[config.mk]
export PLATFORM = sky130hd
export DESIGN_NAME = error_code_beep_sequencer_unit
export DESIGN_NICKNAME = d
export VERILOG_FILES = /design/src/ecbs_pkg.sv /design/src/error_code_beep_sequencer_unit.sv
export SDC_FILE = /design/constraint.sdc
export NUM_CORES = 1
export LEC_CHECK = 0
export BUFFER_PORTS_ARGS = -buffer_cell sky130_fd_sc_hd__buf_2
export CORE_ASPECT_RATIO = 1.1
export CORE_UTILIZATION = 40
export DETAILED_ROUTE_END_ITERATION = 12
export PLACE_DENSITY_LB_ADDON = 0.3
export SLEW_MARGIN = 20
export SYNTH_ARGS = -nofsm -noshare
export SYNTH_HDL_FRONTEND = slang
export SYNTH_SLANG_ARGS = --single-unit
[constraint.sdc]
create_clock -name clk -period 4.15 [get_ports clk]
set_input_delay 0.415 -clock clk [delete_from_list [all_inputs] [get_ports clk]]
set_output_delay 0.415 -clock clk [all_outputs]
set_load 0.005 [all_outputs]
[src/ecbs_pkg.sv]
package ecbs_pkg;

	// field widths
	localparam int FLAG_W     = 16;
	localparam int PRESCALE_W = 16;
	localparam int QUIET_W    = 7;
	localparam int PAUSE_W    = 8;
	localparam int BEEPS_W    = 6;
	localparam int PHASE_W    = 8;
	localparam int CFG_IDX_W  = 3;
	localparam int CFG_DATA_W = 16;

	localparam int NUM_SOURCES_DEF = 16;

	// register reset values
	localparam logic [PRESCALE_W-1:0] BEEP_PRESCALE_RST = 16'd100;
	localparam logic [PRESCALE_W-1:0] STEP_PRESCALE_RST = 16'd400;
	localparam logic [PRESCALE_W-1:0] PWM_LEVEL_RST     = 16'd1500;
	localparam logic [QUIET_W-1:0]    QUIET_TICKS_RST   = 7'd20;
	localparam logic [QUIET_W-1:0]    LOUD_TICKS_RST    = 7'd20;
	localparam logic [PAUSE_W-1:0]    PAUSE_TICKS_RST   = 8'd100;

	// register map
	typedef enum logic [CFG_IDX_W-1:0] {
		REG_BEEP_PRESCALE = 3'd0,
		REG_STEP_PRESCALE = 3'd1,
		REG_PWM_LEVEL     = 3'd2,
		REG_QUIET_TICKS   = 3'd3,
		REG_LOUD_TICKS    = 3'd4,
		REG_PAUSE_TICKS   = 3'd5
	} cfg_reg_t;

endpackage

[src/error_code_beep_sequencer_unit.sv]
// Error-code beep sequencer.
// Input channel (in_valid/in_ready): one transaction per 10 ms tick, carrying
// fault_flags (bit 0 has top priority) and step_mode.
// Output channel (out_valid/out_ready): exactly one transaction per input,
// carrying the buzzer command sound_on, tone_prescale and pwm_compare.
// Step mode gives a continuous tone at step_prescale. Otherwise the lowest
// set fault bit k gives groups of k+1 beeps (quiet then loud part), each
// group followed by a silent pause. No fault: beep and pause counters
// cleared, buzzer off. Flow: the accepting edge loads the tick into the
// input register, and the edge on which the result register is free or
// being emptied updates the sequencer state and the result register.
// Throughput: one transaction per cycle while the receiver keeps taking
// results, set by the single state update per tick; the input register
// takes a new tick while a result still waits, so a stalled receiver
// blocks input only once both are full.
// Reset: asynchronous, clears the counters and the held command (silent,
// zero prescale and compare) and loads the register defaults.
// Configuration: cfg_we writes cfg_data into register cfg_index at once.
module error_code_beep_sequencer_unit
	import ecbs_pkg::*;
#(
	parameter int NUM_SOURCES = NUM_SOURCES_DEF
) (
	input  logic                  clk,
	input  logic                  arst_n,
	input  logic                  cfg_we,
	input  logic [CFG_IDX_W-1:0]  cfg_index,
	input  logic [CFG_DATA_W-1:0] cfg_data,
	input  logic                  in_valid,
	output logic                  in_ready,
	input  logic [FLAG_W-1:0]     fault_flags,
	input  logic                  step_mode,
	output logic                  out_valid,
	input  logic                  out_ready,
	output logic                  sound_on,
	output logic [PRESCALE_W-1:0] tone_prescale,
	output logic [PRESCALE_W-1:0] pwm_compare
);

	// only this many flags take part
	localparam int LIVE_FLAGS = (NUM_SOURCES < FLAG_W) ? NUM_SOURCES : FLAG_W;
	localparam int K_W        = $clog2(FLAG_W);

	// configuration registers
	logic [PRESCALE_W-1:0] beep_prescale_q, step_prescale_q, pwm_level_q;
	logic [QUIET_W-1:0]    quiet_ticks_q, loud_ticks_q;
	logic [PAUSE_W-1:0]    pause_ticks_q;

	// input stage
	logic              valid_s1;
	logic [FLAG_W-1:0] flags_s1;
	logic              step_s1;

	// sequencer state
	logic [BEEPS_W-1:0] beeps_left_q;
	logic [PAUSE_W-1:0] pause_left_q;
	logic [PHASE_W-1:0] phase_q;
	logic               out_valid_q;
	logic               sound_q;
	logic [PRESCALE_W-1:0] prescale_q, compare_q;

	logic advance;

	always_ff @(posedge clk or negedge arst_n) begin
		if (!arst_n) begin
			beep_prescale_q <= BEEP_PRESCALE_RST;
			step_prescale_q <= STEP_PRESCALE_RST;
			pwm_level_q     <= PWM_LEVEL_RST;
			quiet_ticks_q   <= QUIET_TICKS_RST;
			loud_ticks_q    <= LOUD_TICKS_RST;
			pause_ticks_q   <= PAUSE_TICKS_RST;
		end else if (cfg_we) begin
			unique case (cfg_index)
				REG_BEEP_PRESCALE: beep_prescale_q <= cfg_data;
				REG_STEP_PRESCALE: step_prescale_q <= cfg_data;
				REG_PWM_LEVEL:     pwm_level_q     <= cfg_data;
				REG_QUIET_TICKS:   quiet_ticks_q   <= cfg_data[QUIET_W-1:0];
				REG_LOUD_TICKS:    loud_ticks_q    <= cfg_data[QUIET_W-1:0];
				REG_PAUSE_TICKS:   pause_ticks_q   <= cfg_data[PAUSE_W-1:0];
				default: ;
			endcase
		end
	end

	// result register free, or being emptied this cycle
	assign advance  = !out_valid_q || out_ready;
	assign in_ready = !valid_s1 || advance;

	always_ff @(posedge clk or negedge arst_n) begin
		if (!arst_n) begin
			valid_s1 <= 1'b0;
		end else if (in_valid && in_ready) begin
			valid_s1 <= 1'b1;
		end else if (advance) begin
			valid_s1 <= 1'b0;
		end
	end

	always_ff @(posedge clk) begin
		if (in_valid && in_ready) begin
			flags_s1 <= fault_flags;
			step_s1  <= step_mode;
		end
	end

	// lowest set live flag
	logic           found;
	logic [K_W-1:0] k_idx;

	always_comb begin
		found = 1'b0;
		k_idx = '0;
		for (int i = FLAG_W - 1; i >= 0; i--) begin
			if (i < LIVE_FLAGS && flags_s1[i]) begin
				found = 1'b1;
				k_idx = K_W'(i);
			end
		end
	end

	// beep timing
	logic [PHASE_W-1:0] phase_inc, quiet_ext, beep_end;

	assign phase_inc = phase_q + PHASE_W'(1);
	assign quiet_ext = PHASE_W'(quiet_ticks_q);
	assign beep_end  = PHASE_W'(quiet_ticks_q) + PHASE_W'(loud_ticks_q);

	always_ff @(posedge clk or negedge arst_n) begin
		if (!arst_n) begin
			beeps_left_q <= '0;
			pause_left_q <= '0;
			phase_q      <= '0;
			sound_q      <= 1'b0;
			prescale_q   <= '0;
			compare_q    <= '0;
			out_valid_q  <= 1'b0;
		end else begin
			if (valid_s1 && advance) begin
				out_valid_q <= 1'b1;
				if (step_s1) begin
					// continuous tone, counters untouched
					sound_q    <= 1'b1;
					prescale_q <= step_prescale_q;
					compare_q  <= pwm_level_q;
				end else if (!found) begin
					// phase deliberately kept
					beeps_left_q <= '0;
					pause_left_q <= '0;
					sound_q      <= 1'b0;
				end else if (beeps_left_q == '0 && pause_left_q == '0) begin
					// load a group, output held
					beeps_left_q <= BEEPS_W'(k_idx) + BEEPS_W'(1);
					pause_left_q <= pause_ticks_q;
				end else if (beeps_left_q == '0) begin
					pause_left_q <= pause_left_q - PAUSE_W'(1);
					sound_q      <= 1'b0;
				end else begin
					if (phase_inc < quiet_ext) begin
						phase_q <= phase_inc;
						sound_q <= 1'b0;
					end else if (phase_inc < beep_end) begin
						phase_q    <= phase_inc;
						sound_q    <= 1'b1;
						prescale_q <= beep_prescale_q;
						compare_q  <= pwm_level_q;
					end else begin
						// end of beep, output held
						phase_q      <= '0;
						beeps_left_q <= beeps_left_q - BEEPS_W'(1);
					end
				end
			end else if (out_ready) begin
				out_valid_q <= 1'b0;
			end
		end
	end

	assign out_valid     = out_valid_q;
	assign sound_on      = sound_q;
	assign tone_prescale = prescale_q;
	assign pwm_compare   = compare_q;

	// a group never holds more beeps than there are live flags
	a_beeps_bound: assert property (@(posedge clk) disable iff (!arst_n)
		beeps_left_q <= BEEPS_W'(LIVE_FLAGS))
		else $error("beep count beyond source count");

	// a held tick is not lost while the result register is stalled
	a_s1_hold: assert property (@(posedge clk) disable iff (!arst_n)
		valid_s1 && !advance |=> valid_s1)
		else $error("input stage dropped a tick");

	// step-mode tick gives the step tone
	a_step_tone: assert property (@(posedge clk) disable iff (!arst_n)
		valid_s1 && advance && step_s1 && !(cfg_we) |=>
		sound_q && prescale_q == $past(step_prescale_q) && compare_q == $past(pwm_level_q))
		else $error("step tone not issued");

	// fault-free tick clears counters and silences
	a_no_fault: assert property (@(posedge clk) disable iff (!arst_n)
		valid_s1 && advance && !step_s1 && !found |=>
		!sound_q && beeps_left_q == '0 && pause_left_q == '0)
		else $error("fault-free tick did not clear");

endmodule
==> impl_metrics.py <==
metrics = {
    "status": {
        "status": "finished, final reports clean",
    },
    "power_and_ir_drop": {
        "p_clk_share_pct": 31.4,
        "power.density_nw_per_um2": 573,
        "p_int_mw": 3.46,
        "sw_frac_of_total_pct": 27.7,
        "fin_total_pwr_mw": 4.79,
        "power_frac_seq_pct": 42.8,
        "p_sw_mw": 1.33,
        "peakVddDrop_uv": 350,
        "comb_power_share_pct": 25.8,
        "leakage_nw": 3.72,
    },
    "cells_and_area": {
        "multi_input_area_sq_um": 3180,
        "fill_cells": 1496,
        "final_area_sq_um": 8360,
        "num_antenna_cells": 0,
        "num-nets-final": 709,
        "area_delta_synth_final_pct": 18.9,
        "final_layout_size_suffix_gt1_share_pct": 40.6,
        "regArea_sq_um": 3710,
    },
    "synthesis": {
        "synth_top_flop_cell": "dfrtp_1",
        "synth_seq_area_share_pct": 52.9,
        "synth_seq_cells": 144,
        "syn-instance-count": 554,
        "ys_warn_count": 0,
        "synthesis.area_sq_um": 7030,
        "syn_nets": 621,
        "async_flop_share_pct": 88.2,
        "synth_edf_count": 17,
        "ys_types": 64,
        "syn_avg_cell_area_sq_um": 12.7,
    },
    "sta": {
        "drv_slew": 0,
        "fin_tns_setup_ps": 0,
        "rsz0062_at_grt": "false",
        "slew_headroom_pct": 33.5,
        "fin_skew_ps": 9.28,
        "fin_crit_sh_pct": 93.2,
        "hold_ws_ps": 138,
        "fin_ws_ps": 283,
        "hold_viol": 0,
        "worst_pin_slew_ps": 998,
        "setup_violations": 0,
        "period_minus_slack_ps": 3870,
        "fmax_ghz": 0.259,
    },
    "cts": {
        "clk_path_buf_depth": 2,
        "htree_num_levels": 4,
        "insertion_delay_ps": 420,
        "clkTransAtPathRegs_ps": 60,
        "cts_sinks": 144,
        "cts_buffers": 17,
        "cts_tree": "built",
        "cts_root_buf": "clkbuf_16",
        "cts_hold_buf": 0,
    },
    "placed_design": {
        "hpwlAfterDp_um": 10500,
        "gp_congestion": 0.844,
        "dpl_cell_area_sq_um": 7720,
        "io_buffers": 75,
        "dp_slack_ps": 293,
    },
    "floorplan": {
        "io_pins": 76,
        "die_y_um": 141,
        "rows": 50,
        "initial_core_util_pct": 41.1,
        "die_w_um": 128,
        "core_area_sq_um": 17100,
        "dieArea_sq_um": 18100,
    },
    "critical_path": {
        "criticalPathCategory": "flop to flop",
        "rrSetupSlack_ps": 280,
        "reg2reg_depth": 16,
        "crit_fanout": 16,
        "cp.arrival_ps": 4160,
        "reg2reg_to": "tone_prescale[12]",
        "cp.required_ps": 4450,
        "r2r-start": "quiet_ticks_q[1]",
        "cp-end-kind": "flop",
        "startpoint_type": "flop",
        "startpoint": "quiet_ticks_q[1]",
    },
    "global_route": {
        "overflow": 0,
        "grt_pass1_wl_um": 24900,
        "antenna_found_initial": 0,
        "grt_pass1_vias": 5001,
        "grt_max_degree": 71,
        "grt_usage_pct": 17.8,
    },
    "drt": {
        "drcViolationCount": 0,
        "drt_first_pass_iters": 4,
        "antenna_left": 0,
        "wl_per_cell_um": 17.0,
        "routed_via_density": 5.26,
        "wl_um": 15100,
        "drt_iter0_drc": 263,
        "vias": 4672,
    },
    "run": {
        "cap_violations": 0,
    },
    "min_path": {
        "hp-class": "input pin to async pin",
    },
}
## cell usage in the layout (no fill, tap or decap), drive strengths merged, types with 3 or more instances in the layout
master    n
a21boi    3
a21o      7
a21oi    20
a31oi     4
and2      3
and4      3
buf      85
clkbuf   25
clkinv    5
dfrtp   107
dfstp    20
edfxtp   17
ha       25
inv      23
mux2    118
nand2    32
nand2b    7
nand3    10
nand4b    3
nor2     28
nor3     11
nor4      6
o21ai    26
o41ai     4
or3       3
xnor2     6
xor2      4
## logic make-up after synthesis
group | Yosys count | share of synthesized area [%]
AO/OA/AOI/OAI | 94 | 8.85
XOR/XNOR | 10 | 1.25
buffers and inverters | 39 | 2.40
AND/OR/NAND/NOR | 122 | 9.30
multiplexers | 119 | 20.6
flip-flops | 144 | 52.9
adder cells (fa/ha/maj) | 26 | 4.74
## final cells by class
type,instances,share of cell area [%]
clock buffer,24,6.18
clock inverter,8,0.913
inverter,22,0.988
multi-input combinational,371,38.1
sequential,144,44.4
tap,234,3.50
timing repair buffer,86,5.86
## metrics by stage
stage	instances	util (%)
2_1_floorplan	554	-
3_3_place_gp	854	45.2
3_5_place_dp	854	45.2
4_1_cts	886	48.7
5_1_grt	889	48.9
6_report	889	48.9
## critical path, stage by stage, from the launching register on
cell and delay, ps:
dfrtp_1 400, ha_1 300, a21o_1 160, a21oi_1 210
nor2_1 60, o21a_1 170, o21ai_0 210, nand2b_1 80
a21oi_1 150, ha_1 260, a21o_1 180, o41a_1 470
nand4_1 150, nor3b_4 190, buf_4 190, buf_8 230
mux2_4 320
## power groups by stage
stage | Clock, mW | Combinational [mW] | Sequential [mW]
2_1_floorplan | 0 | 0.849 | 2.02
3_3_place_gp | 0 | 1.19 | 2.06
3_5_place_dp | 0 | 1.24 | 2.07
4_1_cts | 1.54 | 1.24 | 2.05
5_1_grt | 1.60 | 1.39 | 2.10
6_report | 1.50 | 1.24 | 2.05
## state kept, by name, summed over array words and instances (netlist names), 16 cells and up
name             count
flags_s1            16
beep_prescale_q     16
tone_prescale       16
pwm_level_q         16
pwm_compare         16
step_prescale_q     16
## worst max path at each step
stage,endpoint,cells past startpoint
after detailed placement,pwm_compare[0],15
after floorplan,pwm_compare[10],15
after global routing,tone_prescale[4],16
final,tone_prescale[12],16
after global placement,pwm_compare[1],15
after CTS,pwm_compare[0],15
## repair_timing
item | CTS | global route
resized for setup | 0 | 2
endpoints found under the setup margin | 0 | 3
setup buffers | 0 | 1
## cells in the mapped netlist, drive strengths merged, types with 6 or more instances
cell	n	area share (%)
edfxtp	17	7.3
a21o	7	0.75
ha	25	4.5
mux2	118	20
inv	22	1.2
nand2b	7	0.62
xnor2	6	0.75
o21ai	26	1.9
nand2	32	1.7
a21oi	20	1.4
nor2	28	1.5
clkbuf	13	0.69
dfstp	20	7.5
dfrtp	107	38
nand3	10	0.71
nor4	6	0.53
nor3	11	0.94
## layer usage
metal	global-route usage [%]	wire length [um]
met5	0	0
met2	30.3	7710
met1	21.6	6540
met4	6.63	273
met3	4.29	550
Note: power is estimated with default switching activity, not from simulation.
